<file path="src/rtl/core/abkf_pkg.sv">
// Shared types, constants and saturation helpers for the angle/bias Kalman filter.
`timescale 1ns / 1ps

package abkf_pkg;

    localparam int unsigned ANG_W   = 32;  // Q16.16 angle, rate, bias
    localparam int unsigned DT_W    = 24;  // Q0.24 time step
    localparam int unsigned COV_W   = 40;  // Q8.32 covariance and noise
    localparam int unsigned GAIN_W  = 32;  // Q8.24 gain
    localparam int unsigned OPA_W   = 44;  // multiplier wide operand
    localparam int unsigned OPB_W   = 32;  // multiplier narrow operand
    localparam int unsigned MRES_W  = 52;  // rounded product
    localparam int unsigned SUM_W   = 54;  // accumulate before saturation
    localparam int unsigned DEN_W   = 42;  // R + P00, signed

    localparam logic [1:0] REG_ANGLE_Q = 2'd0;
    localparam logic [1:0] REG_BIAS_Q  = 2'd1;
    localparam logic [1:0] REG_MEAS_R  = 2'd2;

    localparam logic [COV_W-1:0] ANGLE_Q_RST = 40'd4294967;
    localparam logic [COV_W-1:0] BIAS_Q_RST  = 40'd4294967;
    localparam logic [COV_W-1:0] MEAS_R_RST  = 40'd2147483648;

    typedef enum logic [1:0] {
        ST_IDLE,
        ST_ISSUE,
        ST_WAIT,
        ST_DONE
    } state_t;

    typedef enum logic [3:0] {
        STEP_PRED,
        STEP_P00,
        STEP_P01,
        STEP_P11,
        STEP_K0,
        STEP_K1,
        STEP_C0,
        STEP_C1,
        STEP_C2,
        STEP_C3,
        STEP_ANG,
        STEP_BIAS
    } step_t;

    function automatic logic signed [ANG_W-1:0] sat32(input logic signed [SUM_W-1:0] v);
        logic signed [SUM_W-1:0] hi;
        logic signed [SUM_W-1:0] lo;
        hi = 54'sd2147483647;
        lo = -54'sd2147483648;
        if (v > hi) begin
            sat32 = 32'sh7FFF_FFFF;
        end else if (v < lo) begin
            sat32 = 32'sh8000_0000;
        end else begin
            sat32 = v[ANG_W-1:0];
        end
    endfunction

    function automatic logic signed [COV_W-1:0] sat40(input logic signed [SUM_W-1:0] v);
        logic signed [SUM_W-1:0] hi;
        logic signed [SUM_W-1:0] lo;
        hi = 54'sd549755813887;
        lo = -54'sd549755813888;
        if (v > hi) begin
            sat40 = 40'sh7F_FFFF_FFFF;
        end else if (v < lo) begin
            sat40 = 40'sh80_0000_0000;
        end else begin
            sat40 = v[COV_W-1:0];
        end
    endfunction

endpackage

</file>
<file path="src/rtl/core/abkf_mul.sv">
// Shared multiplier: 44x32 signed product in two 23x32 halves, rounded >> 24.
`timescale 1ns / 1ps

module abkf_mul
    import abkf_pkg::*;
(
    input  logic                     aclk,
    input  logic                     aresetn,
    input  logic                     start,
    input  logic signed [OPA_W-1:0]  op_a,
    input  logic signed [OPB_W-1:0]  op_b,
    output logic                     done,
    output logic signed [MRES_W-1:0] result
);

    logic signed [OPA_W-1:0]  a_reg;
    logic signed [OPB_W-1:0]  b_reg;
    logic [1:0]               ph_reg;
    logic                     busy_reg;
    logic                     done_reg;
    logic signed [54:0]       prod_reg;
    logic signed [75:0]       acc_reg;
    logic signed [MRES_W-1:0] res_reg;
    logic signed [22:0]       half;
    logic signed [54:0]       prod;
    logic signed [75:0]       acc_rnd;

    // low half unsigned, high half signed
    assign half    = (ph_reg == 2'd0) ? $signed({1'b0, a_reg[21:0]})
                                      : $signed({a_reg[43], a_reg[43:22]});
    assign prod    = half * b_reg;
    assign acc_rnd = acc_reg + 76'sd8388608;

    always_ff @(posedge aclk) begin
        if (!aresetn) begin
            busy_reg <= 1'b0;
            done_reg <= 1'b0;
            ph_reg   <= 2'd0;
        end else begin
            done_reg <= 1'b0;
            if (start) begin
                a_reg    <= op_a;
                b_reg    <= op_b;
                ph_reg   <= 2'd0;
                busy_reg <= 1'b1;
            end else if (busy_reg) begin
                ph_reg <= ph_reg + 2'd1;
                case (ph_reg)
                    2'd0: prod_reg <= prod;
                    2'd1: begin
                        acc_reg  <= {{21{prod_reg[54]}}, prod_reg};
                        prod_reg <= prod;
                    end
                    2'd2: acc_reg <= acc_reg + ({{21{prod_reg[54]}}, prod_reg} <<< 22);
                    default: begin
                        res_reg  <= acc_rnd[75:24];
                        done_reg <= 1'b1;
                        busy_reg <= 1'b0;
                    end
                endcase
            end
        end
    end

    assign done   = done_reg;
    assign result = res_reg;

endmodule

</file>
<file path="config.mk">
export PLATFORM = sky130hd
export DESIGN_NAME = abkf_mul
export DESIGN_NICKNAME = d
export VERILOG_FILES = /design/src/rtl/core/abkf_pkg.sv /design/src/rtl/core/abkf_mul.sv
export SDC_FILE = /design/constraint.sdc
export NUM_CORES = 2
export LEC_CHECK = 0
export ABC_AREA = 1
export ABC_CLOCK_PERIOD_IN_PS = 14000
export BUFFER_PORTS_ARGS = -buffer_cell sky130_fd_sc_hd__buf_4
export CORE_MARGIN = 3
export CORE_UTILIZATION = 45
export CTS_CLUSTER_DIAMETER = 80
export DETAILED_ROUTE_END_ITERATION = 8
export GPL_TIMING_DRIVEN = 1
export PLACE_DENSITY_LB_ADDON = 0.15
export SLEW_MARGIN = 25
export SYNTH_ARGS = -nofsm -noshare
export SYNTH_HDL_FRONTEND = slang
export SYNTH_SLANG_ARGS = --single-unit
</file>
<file path="constraint.sdc">
create_clock -name aclk -period 14 [get_ports aclk]
set_input_delay 1.4 -clock aclk [delete_from_list [all_inputs] [get_ports aclk]]
set_output_delay 1.4 -clock aclk [all_outputs]
set_load 0.005 [all_outputs]
</file>
==> flow_metrics.py <==
metrics = {
    "yosys": {
        "synth_cell_types": 41,
        "post_synth_instance_area_um2": 41070,
        "synth_seq_cells": 241,
        "syn-instance-count": 5089,
        "synth.yosys.seq_area_share_pct": 17.52,
        "post_synth.cell_area_avg_um2": 8.070,
        "synthSimpleGateAreaFrac_pct": 20.88,
        "synth_top_cell_by_area": "fa_1",
        "synth_warnings": 0,
        "async_reset_ff_share_pct": 0,
        "synth_xor_xnor_area_share_pct": 2.410,
        "syn_nets": 6124,
        "synthTopCellsByArea": "fa_1, edfxtp_1, inv_1, nand2_1, ha_1",
        "synth_fa_ha_area_share_pct": 42.92,
        "compound_gate_portion_of_the_synthesized_area_pct": 3.348,
        "synth.mux.area_fraction_pct": 0,
        "synth_top_family_by_area": "adder cells",
        "synth_edf_count": 237,
        "ys.flop_type": "edfxtp_1",
        "synthMostInstantiatedCell": "inv_1",
        "synthDominantCellAreaShare_pct": 36.80,
        "post_synth_most_frequent_cells": "inv_1, nand2_1, fa_1",
    },
    "job": {
        "maxCapViolCount": 0,
    },
    "timing": {
        "timing.final.setup_violations": 0,
        "final_min_period_over_clock_period_pct": 63.77,
        "rsz_0062_raised_after_global_routing": "no",
        "timing.max_slew.rel_slack_pct": 36.73,
        "finalCriticalPeriod_ns": 8.928,
        "timing.fmax_mhz": 112.0,
        "timing_hold_violations_final": 0,
        "timing_max_transition_violations_final": 0,
        "aggregate_negative_setup_slack_ns": 0,
        "clock-skew-final_ns": 0.02141,
        "worst_pin_slew_ns": 0.9490,
    },
    "cells_and_area": {
        "area_delta_synth_final_pct": 8.734,
        "antennaDiodeCount": 0,
        "design.final.nets": 6224,
        "post_route_cells_drive_above_1_share_pct": 5.790,
        "largest_register_ff_count": 55,
    },
    "grt": {
        "grt_start_max_net_pins": 63,
        "grt_pass1_vias": 34670,
        "grt_antenna_before_repair": 4,
        "global_route.usage.total_pct": 29.96,
        "globalRoute.totalOverflow": 0,
        "grt_pass1_wl_um": 210800,
    },
    "detailed_routing": {
        "drt-vias-per-instance": 5.196,
        "vias": 33210,
        "totalWireLength_um": 137500,
        "detail-route-antenna-nets": 0,
        "drc": 0,
        "detailedRoute.firstPassIterationCount": 6,
        "wl_per_cell_um": 21.51,
        "detail_route.iter0.violations": 2746,
    },
    "die": {
        "floorplan.die.height_um": 308.1,
        "die_area_um2": 94930,
        "initial_core_util_pct": 45.49,
        "rows": 110,
        "design.core.area_um2": 90290,
        "number_of_top_level_pins": 132,
        "die-width_um": 308.1,
    },
    "clocking": {
        "tritoncts.num_buffers": 35,
        "clkSlewWorstSetupHoldPaths_ns": 0.06,
        "cts.hold.buffers_added": 0,
        "cts.htree.levels": 2,
        "postCtsSetupRepairBufs": 0,
        "cts_tree": "done",
        "postCtsResizedCells": 0,
        "clock_latency_ns": 0.59,
        "root_buffer": "clkbuf_16",
        "numClockSinks": 241,
        "ctsLongestPathBuffers": 3,
    },
    "worst_setup_path": {
        "slowest_stage": "inv_1",
        "end_kind": "register",
        "regToRegSetupSlack_ns": 5.07,
        "critical_path_required_ns": 14.32,
        "critical_path_peak_fanout": 29,
        "crit_path_frequent_cell": "fa_1",
        "critical_path_arrival_ns": 9.24,
        "timing.critical_path.from_type": "register",
        "crit_path_max_incr_delay_ns": 0.62,
        "criticalPathCategory": "reg2reg",
    },
    "place": {
        "placement.io_buffers": 131,
        "routabilityCongestion": 1.004,
        "dp_hpwl_um": 116000,
    },
    "run_status": {
        "result_of_the_run": "finished clean",
    },
    "worst_hold_path": {
        "hold_path_class": "reg2reg",
    },
}
## worst max-delay path: cells and delay by family, from the launching register on
kind / cells / cell delay, ns
AOI/OAI and AO/OA: 5 / 1.19
adders and majority gates: 9 / 3.92
buffers and inverters: 10 / 2.44
DFF: 1 / 0.41
and+or+nand+nor: 6 / 0.62
## routing by layer
layer	global-route usage (%)	share of wire, %	up-vias
li1	-	-	15210
met1	41.21	43	16460
met2	46.76	44	1304
met3	6.716	9.1	242
met4	10.74	4.2	4
met5	0	0.017	-
## cells by family after synthesis
kind of cell | count (synthesis)
DFF | 241
xor gates and xnor gates | 113
buffers and inverters | 1403
adders and majority gates | 956
AOI/OAI and AO/OA | 251
and+or+nand+nor | 2125
## final cells by class
type | instances | area (µm²)
fill | 9002 | 45630
multi-input combinational | 3445 | 28610
sequential | 241 | 7197
inverter | 1285 | 4825
tap | 1176 | 1471
timing repair buffer | 181 | 1359
clock buffer | 39 | 890.9
clock inverter | 25 | 302.8
## cell usage in the layout (no fill, tap or decap), types with 7 or more instances in the layout
master        n
nand3b_1     11
inv_1      1254
buf_4       181
xor2_1       63
nand4_1      53
or2_2        23
edfxtp_1    237
nand3_1     149
nor3_1       41
ha_1        201
o21bai_1     16
a21o_1        7
inv_2         9
clkinv_1     24
o21ai_0      79
nand2_1    1209
nor2_1      606
o21ai_2       8
a21oi_1     120
xnor2_1      50
fa_1        755
clkbuf_16    35
## worst paths after layout
path,from,to,cells after the start
max,ph_reg[0]$_SDFFE_PP0P_,prod_reg[42]$_DFFE_PP_,30
min,ph_reg[0]$_SDFFE_PP0P_,ph_reg[0]$_SDFFE_PP0P_,1
max reg2reg,ph_reg[0]$_SDFFE_PP0P_,prod_reg[42]$_DFFE_PP_,30
min reg2reg,ph_reg[0]$_SDFFE_PP0P_,ph_reg[0]$_SDFFE_PP0P_,1
## metrics by stage
step,setup slack (ns),instances,util (%),hold slack [ns],area (µm²)
CTS,5.153,6392,49.46,0.5428,44660
detailed placement,5.217,6328,48.14,0.5386,43460
floorplan,6.903,5089,-,0.4672,41070
global placement,4.062,6328,48.13,0.5305,43460
global route,4.795,6392,49.46,0.5804,44660
finish,5.072,6392,49.46,0.5368,44660
Power is not shown: default switching activity piles up to over one toggle a cycle in this logic, so the estimate is an artifact.
