## src/rtl/core/abkf_pkg.sv

```systemverilog
// Shared types, constants and saturation helpers for the angle/bias Kalman filter.
`timescale 1ns / 1ps

package abkf_pkg;

    localparam int unsigned ANG_W   = 32;  // Q16.16 angle, rate, bias
    localparam int unsigned DT_W    = 24;  // Q0.24 time step
    localparam int unsigned COV_W   = 40;  // Q8.32 covariance and noise
    localparam int unsigned GAIN_W  = 32;  // Q8.24 gain
    localparam int unsigned OPA_W   = 44;  // multiplier wide operand
    localparam int unsigned OPB_W   = 32;  // multiplier narrow operand
    localparam int unsigned MRES_W  = 52;  // rounded product
    localparam int unsigned SUM_W   = 54;  // accumulate before saturation
    localparam int unsigned DEN_W   = 42;  // R + P00, signed

    localparam logic [1:0] REG_ANGLE_Q = 2'd0;
    localparam logic [1:0] REG_BIAS_Q  = 2'd1;
    localparam logic [1:0] REG_MEAS_R  = 2'd2;

    localparam logic [COV_W-1:0] ANGLE_Q_RST = 40'd4294967;
    localparam logic [COV_W-1:0] BIAS_Q_RST  = 40'd4294967;
    localparam logic [COV_W-1:0] MEAS_R_RST  = 40'd2147483648;

    typedef enum logic [1:0] {
        ST_IDLE,
        ST_ISSUE,
        ST_WAIT,
        ST_DONE
    } state_t;

    typedef enum logic [3:0] {
        STEP_PRED,
        STEP_P00,
        STEP_P01,
        STEP_P11,
        STEP_K0,
        STEP_K1,
        STEP_C0,
        STEP_C1,
        STEP_C2,
        STEP_C3,
        STEP_ANG,
        STEP_BIAS
    } step_t;

    function automatic logic signed [ANG_W-1:0] sat32(input logic signed [SUM_W-1:0] v);
        logic signed [SUM_W-1:0] hi;
        logic signed [SUM_W-1:0] lo;
        hi = 54'sd2147483647;
        lo = -54'sd2147483648;
        if (v > hi) begin
            sat32 = 32'sh7FFF_FFFF;
        end else if (v < lo) begin
            sat32 = 32'sh8000_0000;
        end else begin
            sat32 = v[ANG_W-1:0];
        end
    endfunction

    function automatic logic signed [COV_W-1:0] sat40(input logic signed [SUM_W-1:0] v);
        logic signed [SUM_W-1:0] hi;
        logic signed [SUM_W-1:0] lo;
        hi = 54'sd549755813887;
        lo = -54'sd549755813888;
        if (v > hi) begin
            sat40 = 40'sh7F_FFFF_FFFF;
        end else if (v < lo) begin
            sat40 = 40'sh80_0000_0000;
        end else begin
            sat40 = v[COV_W-1:0];
        end
    endfunction

endpackage

```

## src/rtl/core/abkf_div.sv

```systemverilog
// Serial gain divider: (p << 24) / e, truncated toward zero, saturated to 32 bits.
`timescale 1ns / 1ps

module abkf_div
    import abkf_pkg::*;
(
    input  logic                     aclk,
    input  logic                     aresetn,
    input  logic                     start,
    input  logic signed [COV_W-1:0]  num,
    input  logic signed [DEN_W-1:0]  den,
    output logic                     done,
    output logic signed [GAIN_W-1:0] quot
);

    logic [COV_W-1:0]         mag;
    logic [49:0]              den_x512;
    logic                     ovf;
    logic [40:0]              den_reg;
    logic [40:0]              rem_reg;
    logic [32:0]              shf_reg;
    logic [32:0]              q_reg;
    logic [5:0]               cnt_reg;
    logic                     neg_reg;
    logic                     busy_reg;
    logic                     done_reg;
    logic signed [GAIN_W-1:0] quot_reg;
    logic [41:0]              trial;
    logic [41:0]              diff;
    logic signed [33:0]       q_signed;

    assign mag      = num[COV_W-1] ? COV_W'(-num) : COV_W'(num);
    // quotient would reach 2^33: saturate without iterating
    assign den_x512 = {den[40:0], 9'd0};
    assign ovf      = {10'd0, mag} >= den_x512;
    assign trial    = {rem_reg, shf_reg[32]};
    assign diff     = trial - {1'b0, den_reg};
    assign q_signed = neg_reg ? -$signed({1'b0, q_reg}) : $signed({1'b0, q_reg});

    always_ff @(posedge aclk) begin
        if (!aresetn) begin
            busy_reg <= 1'b0;
            done_reg <= 1'b0;
            cnt_reg  <= 6'd0;
        end else begin
            done_reg <= 1'b0;
            if (start) begin
                neg_reg <= num[COV_W-1];
                den_reg <= den[40:0];
                if (den <= 0) begin
                    quot_reg <= '0;
                    done_reg <= 1'b1;
                end else if (ovf) begin
                    quot_reg <= num[COV_W-1] ? 32'sh8000_0000 : 32'sh7FFF_FFFF;
                    done_reg <= 1'b1;
                end else begin
                    rem_reg  <= {10'd0, mag[39:9]};
                    shf_reg  <= {mag[8:0], 24'd0};
                    q_reg    <= '0;
                    cnt_reg  <= 6'd33;
                    busy_reg <= 1'b1;
                end
            end else if (busy_reg) begin
                if (cnt_reg != 6'd0) begin
                    if (trial >= {1'b0, den_reg}) begin
                        rem_reg <= diff[40:0];
                        q_reg   <= {q_reg[31:0], 1'b1};
                    end else begin
                        rem_reg <= trial[40:0];
                        q_reg   <= {q_reg[31:0], 1'b0};
                    end
                    shf_reg <= {shf_reg[31:0], 1'b0};
                    cnt_reg <= cnt_reg - 6'd1;
                end else begin
                    if (!neg_reg && (q_reg > 33'd2147483647)) begin
                        quot_reg <= 32'sh7FFF_FFFF;
                    end else if (neg_reg && (q_reg > 33'd2147483648)) begin
                        quot_reg <= 32'sh8000_0000;
                    end else begin
                        quot_reg <= q_signed[GAIN_W-1:0];
                    end
                    done_reg <= 1'b1;
                    busy_reg <= 1'b0;
                end
            end
        end
    end

    assign done = done_reg;
    assign quot = quot_reg;

endmodule
```

## config.mk

```make
export PLATFORM = sky130hd
export DESIGN_NAME = abkf_div
export DESIGN_NICKNAME = d
export VERILOG_FILES = /design/src/rtl/core/abkf_pkg.sv /design/src/rtl/core/abkf_div.sv
export SDC_FILE = /design/constraint.sdc
export NUM_CORES = 1
export LEC_CHECK = 0
export BUFFER_PORTS_ARGS = -buffer_cell sky130_fd_sc_hd__buf_2
export CELL_PAD_IN_SITES_DETAIL_PLACEMENT = 1
export CELL_PAD_IN_SITES_GLOBAL_PLACEMENT = 1
export CORE_MARGIN = 10
export CORE_UTILIZATION = 30
export CTS_BUF_LIST = sky130_fd_sc_hd__clkbuf_8 sky130_fd_sc_hd__clkbuf_16
export DETAILED_ROUTE_END_ITERATION = 10
export PLACE_DENSITY = 0.61
export SLEW_MARGIN = 20
export SYNTH_ARGS = -nofsm -noshare
export SYNTH_HDL_FRONTEND = slang
export SYNTH_SLANG_ARGS = --single-unit
```

## constraint.sdc

```tcl
create_clock -name aclk -period 21.4 [get_ports aclk]
set_input_delay 4.28 -clock aclk [delete_from_list [all_inputs] [get_ports aclk]]
set_output_delay 4.28 -clock aclk [all_outputs]
set_load 0.05 [all_outputs]
```

==> out/results.tsv, run 1 <==
metric	value	unit
cpMaxStageDelayCell	buf_4	
ys.flop_type	edfxtp_1	
yosysSeqAreaShare	42.6	%
setup_viol	0	
syn_inst	1189	
worstHoldStart	cnt_reg[2]$_SDFFE_PN0P_	
synth_area_leaders	edfxtp_1 (41%), ha_1 (8.5%), xor2_1 (3.7%), xnor2_1 (3.4%), nand2_1 (3.4%)	
max-cap-violations	0	
grt_usage	15.1	%
syn_area_per_cell	9.62	sq um
cts_buffers	17	
dp_cells	1777	
hold_violations	0	
worstPathMaxFanout	64	
drv_slew	0	
drc	0	
irDropWorstVdd	0.0575	mV
regArea	4870	sq um
ctsHoldBuffers	0	
clk_pin_slew	0.07	ns
diodes	0	
power_density	70.7	nW/um^2
period_share	45.8	%
fin_nets	1451	
insertion_delay	0.46	ns
critical-path-top-delay-family	simple AND/OR/NAND/NOR gates	
synth_largest_area_cell	edfxtp_1	
stdcell_count	1811	
coreArea	37700	sq um
status	finished clean	
syn_nets	1353	
multi_input_comb_area	6020	sq um
ctsResizeCount	0	
finalWirelength	35500	microns
reg2reg_from	rem_reg[9]$_DFFE_PP_	
startpoint_type	input port	
die_w	215	microns
max_freq	102	MHz
netlist_top_cells_count	edfxtp_1 (157), nand2_1 (104), inv_1 (97)	
dp_hpwl	27000	microns
cp.depth	19	
drive_above_1_share	14.9	%
power_leakage	5.22	nW
post_cts_buffers	0	
cp-endpoint	rem_reg[37]$_SDFFCE_PP0P_	
clockBufferDepth	2	
crit_buf_inv	2	
synth_cell_types	77	
grt_pass1_wl	55800	microns
gp_congestion	0.873	
rsz0062_at_grt	false	
grt_pass1_vias	9840	
skew	0.0166	ns
syn-cell-area	11400	sq um
timing.setup.tns	0	ns
crit_type	input port to flop	
ys_warn_count	0	
die_area	46300	sq um
synthArstFlopShare	0	%
ant_nets	0	
die_y	215	microns
portBuffers	117	
post_drt_wl_per_cell	19.6	microns
crit_path_start	num[13]	
regToRegEndpoint	rem_reg[26]$_DFFE_PP_	
grt_max_degree	75	
rows	71	
whs_path_depth	1	
antenna_found_initial	1	
synth_most_common_cell	edfxtp_1	
overflow	0	
vias	9391	
htreeDepth	4	
vias_per_cell	5.19	
clock_sinks	165	
cts_tree	built	
path_cells	buf_2, or4_1, nor4_1, nand2b_1, nor3_1, nand2_1, o31ai_1, xnor2_1, ha_1, a21o_1, a21o_1, a21oi_1, o211ai_1, a21o_1, nor3_1, o31ai_1, or2_2, a21oi_4, buf_4	
tightest_slew	0.977	ns
clockRootBuffer	clkbuf_16	
n_fill_cell	4432	
start_util	30.4	%
ys_ff_latch	165	
hold_path_class	flop to flop	
synth_edf_count	157	
reg2reg_depth	10	
slew_headroom	34.8	%
min_period	9.80	ns
synth_top_area_share	41.2	%
reg2reg_slack	16.65	ns
cpPeakStageDelay	0.86	ns
endpoint_kind	flop	
areaGrowthSynthToFinish	15.2	%
first_pass_iters	5	
path_common_cell	a21o_1	
required	21.47	ns
drtIter0Drc	502	
io_pins	118	
cp.arrival	9.87	ns
-- cells in the final DEF, fill, tap and decap left out, drive strengths merged, types with 11 or more instances in the layout --
cell    instances
edfxtp        157
buf           126
nand2         106
inv           106
o21ai          88
ha             78
nor2           72
a21oi          68
xor2           48
xnor2          45
nor2b          39
nand4          29
a21o           28
a31oi          27
o31ai          25
nor4           20
nand3          19
clkbuf         17
or3            17
nor3           16
o21a           12
or2            11
-- layout make-up --
| cell class | count | share of cell area [%] |
|---|---|---|
| inverters | 97 | 2.76 |
| clock buffers | 17 | 3.23 |
| clock inverters | 15 | 1.29 |
| flip-flops and latches | 165 | 37.0 |
| repair buffers | 126 | 5.17 |
| well taps | 511 | 4.85 |
| multi-input cells | 880 | 45.7 |
-- metrics by stage --
stage | worst slack, ns | hold WS [ns] | utilization [%] | power, mW | area (sq um)
after global routing | 11.21 | 0.563 | 35.0 | 0.979 | 13200
final | 11.60 | 0.511 | 35.0 | 0.931 | 13200
after floorplan | 9.20 | 0.461 | - | 0.548 | 11400
after detailed placement | 11.15 | 0.507 | 33.3 | 0.614 | 12500
after CTS | 11.63 | 0.522 | 34.9 | 0.939 | 13100
after global placement | 11.31 | 0.502 | 33.3 | 0.611 | 12500
-- per-layer routing --
layer | wire length [microns] | up-vias | GRT usage, %
met5 | 0 | - | 0
met3 | 1170 | 30 | 2.67
li1 | - | 4573 | -
met1 | 17000 | 4607 | 19.8
met4 | 576 | 0 | 4.41
met2 | 16700 | 181 | 25.0
-- worst reg2reg max path, delay by kind of cell, from the launching register on --
| family | cells | cell delay (ns) |
|---|---|---|
| AOI/OAI and AO/OA | 4 | 1.83 |
| buffers and inverters | 1 | 0.47 |
| DFF | 1 | 0.52 |
| muxes | 2 | 0.66 |
| and+or+nand+nor | 2 | 0.60 |
| adders and majority gates | 1 | 0.44 |
-- power by group --
group / switching [mW] / total, mW / internal [mW]
sequential: 0.0100 / 0.388 / 0.378
clock: 0.148 / 0.324 / 0.176
combinational: 0.138 / 0.220 / 0.0817
-- cells by family (layout without fill, tap and decap cells) --
kind of cell,Yosys count,count (layout),synth area share [%]
multiplexers,14,14,1.31
AND/OR/NAND/NOR,367,367,16.5
adder cells (fa/ha/maj),79,79,8.71
flip-flops,165,165,42.6
buffers and inverters,144,255,5.02
XOR/XNOR,93,93,7.12
AO/OA/AOI/OAI,327,327,18.7
-- how the worst min path moves through the flow --
stage | to | slack, ns
6_report | cnt_reg[2]$_SDFFE_PN0P_ | 0.51
5_1_grt | cnt_reg[2]$_SDFFE_PN0P_ | 0.56
3_5_place_dp | cnt_reg[2]$_SDFFE_PN0P_ | 0.51
4_1_cts | cnt_reg[2]$_SDFFE_PN0P_ | 0.52
3_3_place_gp | cnt_reg[2]$_SDFFE_PN0P_ | 0.50
2_1_floorplan | cnt_reg[2]$_SDFFE_PN0P_ | 0.46
(Power assumes the default switching activity.)
==> inputs of run 2 (changes only) <==
==> constraint.sdc (replaced) <==
create_clock -name aclk -period 9.26 [get_ports aclk]
set_input_delay 1.852 -clock aclk [delete_from_list [all_inputs] [get_ports aclk]]
set_output_delay 1.852 -clock aclk [all_outputs]
set_load 0.05 [all_outputs]
==> out/results.tsv, run 2 (synthesized netlist as in run 1, its figures left out) <==
metric	value	unit
slew_headroom	30.5	%
hold_slack	0.524	ns
required	9.35	ns
critical-path-top-delay-family	simple AND/OR/NAND/NOR gates	
clockRootBuffer	clkbuf_16	
hold_path_class	flop to flop	
gp_congestion	0.859	
start_util	30.4	%
p_sw_share	31.9	%
hold_violations	0	
clock_sinks	165	
power_leakage	5.19	nW
die_y	215	microns
cpMaxStageDelayCell	a21oi_4	
max_freq	143	MHz
wl_met1	16800	microns
drc	0	
htreeDepth	4	
ctsResizeCount	0	
regToRegEndpoint	rem_reg[2]$_DFFE_PP_	
ant_nets	0	
irDropWorstVdd	0.131	mV
rsz0062_at_grt	false	
whs_path_depth	1	
crit_path_start	num[13]	
first_pass_iters	5	
antenna_found_initial	0	
final_cell_mix	edfxtp_1 (157), buf_2 (117), nand2_1 (104)	
cp.arrival	7.06	ns
post_cts_buffers	0	
tightest_slew	1.04	ns
drive_above_1_share	14.9	%
coreArea	37700	sq um
rows	71	
fin_nets	1452	
path_cells	buf_2, or4_1, nor4_1, nand2b_1, nor3_1, nand2_1, o31ai_1, xnor2_1, ha_1, a21o_1, a21o_1, a21oi_1, o211ai_1, a21o_1, nor3_1, o31ai_1, or2_2, a21oi_4, buf_4	
crit_buf_inv	2	
netSwitchingPower	0.671	mW
seq_power_share	42.6	%
routed.top_layer	met4	
wl_met3	1330	microns
p_int	1.43	mW
min_period	6.97	ns
reg2reg_from	den_reg[0]$_DFFE_PP_	
die_w	215	microns
vias	9402	
setup_viol	0	
drtIter0Drc	521	
clkPwrFrac	33.2	%
clk_pin_slew	0.07	ns
dp_hpwl	27100	microns
portBuffers	117	
overflow	0	
vias_per_cell	5.19	
grt_pass1_wl	55400	microns
cts_buffers	17	
cts_tree	built	
period_share	75.3	%
post_drt_wl_per_cell	19.5	microns
n_fill_cell	4405	
path_common_cell	a21o_1	
power_density	160	nW/um^2
combPwrFrac	24.2	%
crit_type	input port to flop	
startpoint_type	input port	
cpPeakStageDelay	0.61	ns
layout_commonest_cell	edfxtp_1	
worstPathMaxFanout	31	
reg2reg_slack	4.65	ns
hold_end	cnt_reg[2]$_SDFFE_PN0P_	
die_area	46300	sq um
reg2reg_depth	12	
skew	0.0204	ns
insertion_delay	0.46	ns
status	finished clean	
finalWirelength	35400	microns
worstHoldStart	cnt_reg[2]$_SDFFE_PN0P_	
ctsHoldBuffers	0	
clockBufferDepth	2	
grt_usage	15.0	%
endpoint_kind	flop	
areaGrowthSynthToFinish	14.9	%
grt_max_degree	74	
timing.setup.tns	0	ns
diodes	0	
wl_met2	16600	microns
drv_slew	0	
grt_pass1_vias	9828	
io_pins	118	
max-cap-violations	0	
## run 2: power groups by stage
stage / clock network, mW / logic, mW / registers (mW)
global placement: 0 / 0.497 / 0.914
finish: 0.700 / 0.509 / 0.897
detailed placement: 0 / 0.503 / 0.915
CTS: 0.715 / 0.507 / 0.899
floorplan: 0 / 0.333 / 0.931
global route: 0.745 / 0.566 / 0.902
## run 2: worst max path at each step
stage / cells after the start / endpoint / slack [ns]
6_report: 19 / rem_reg[36]$_SDFFCE_PP0P_ / 2.29
5_1_grt: 18 / rem_reg[10]$_DFFE_PP_ / 1.87
4_1_cts: 19 / rem_reg[38]$_SDFFCE_PP0P_ / 2.26
3_5_place_dp: 19 / rem_reg[10]$_DFFE_PP_ / 1.79
3_3_place_gp: 19 / rem_reg[10]$_DFFE_PP_ / 1.90
2_1_floorplan: 17 / q_reg[0]$_SDFFCE_PP0P_ / 1.19
## run 2: cell type report
cell class                 count  area (sq um)  share of cell area [%]
multi-input combinational    880          6020                    45.8
sequential                   165          4870                    37.1
timing repair buffer         127           688                    5.24
tap                          511           639                    4.87
clock buffer                  17           425                    3.24
inverter                      97           364                    2.77
clock inverter                13           125                   0.952
## run 2: metal layers
layer,GRT usage (%),up-vias
li1,-,4582
met1,19.7,4623
met2,24.7,168
met3,2.58,29
met4,4.67,0
met5,0,-
## run 2: through the flow
step / power, mW / instance area, sq um / util (%) / worst slack, ns / cells
2_1_floorplan: 1.26 / 11400 / - / 1.19 / 1189
3_3_place_gp: 1.41 / 12500 / 33.3 / 1.90 / 1778
3_5_place_dp: 1.42 / 12500 / 33.3 / 1.79 / 1778
4_1_cts: 2.12 / 13100 / 34.8 / 2.26 / 1808
5_1_grt: 2.21 / 13100 / 34.9 / 1.87 / 1810
6_report: 2.11 / 13100 / 34.9 / 2.29 / 1810
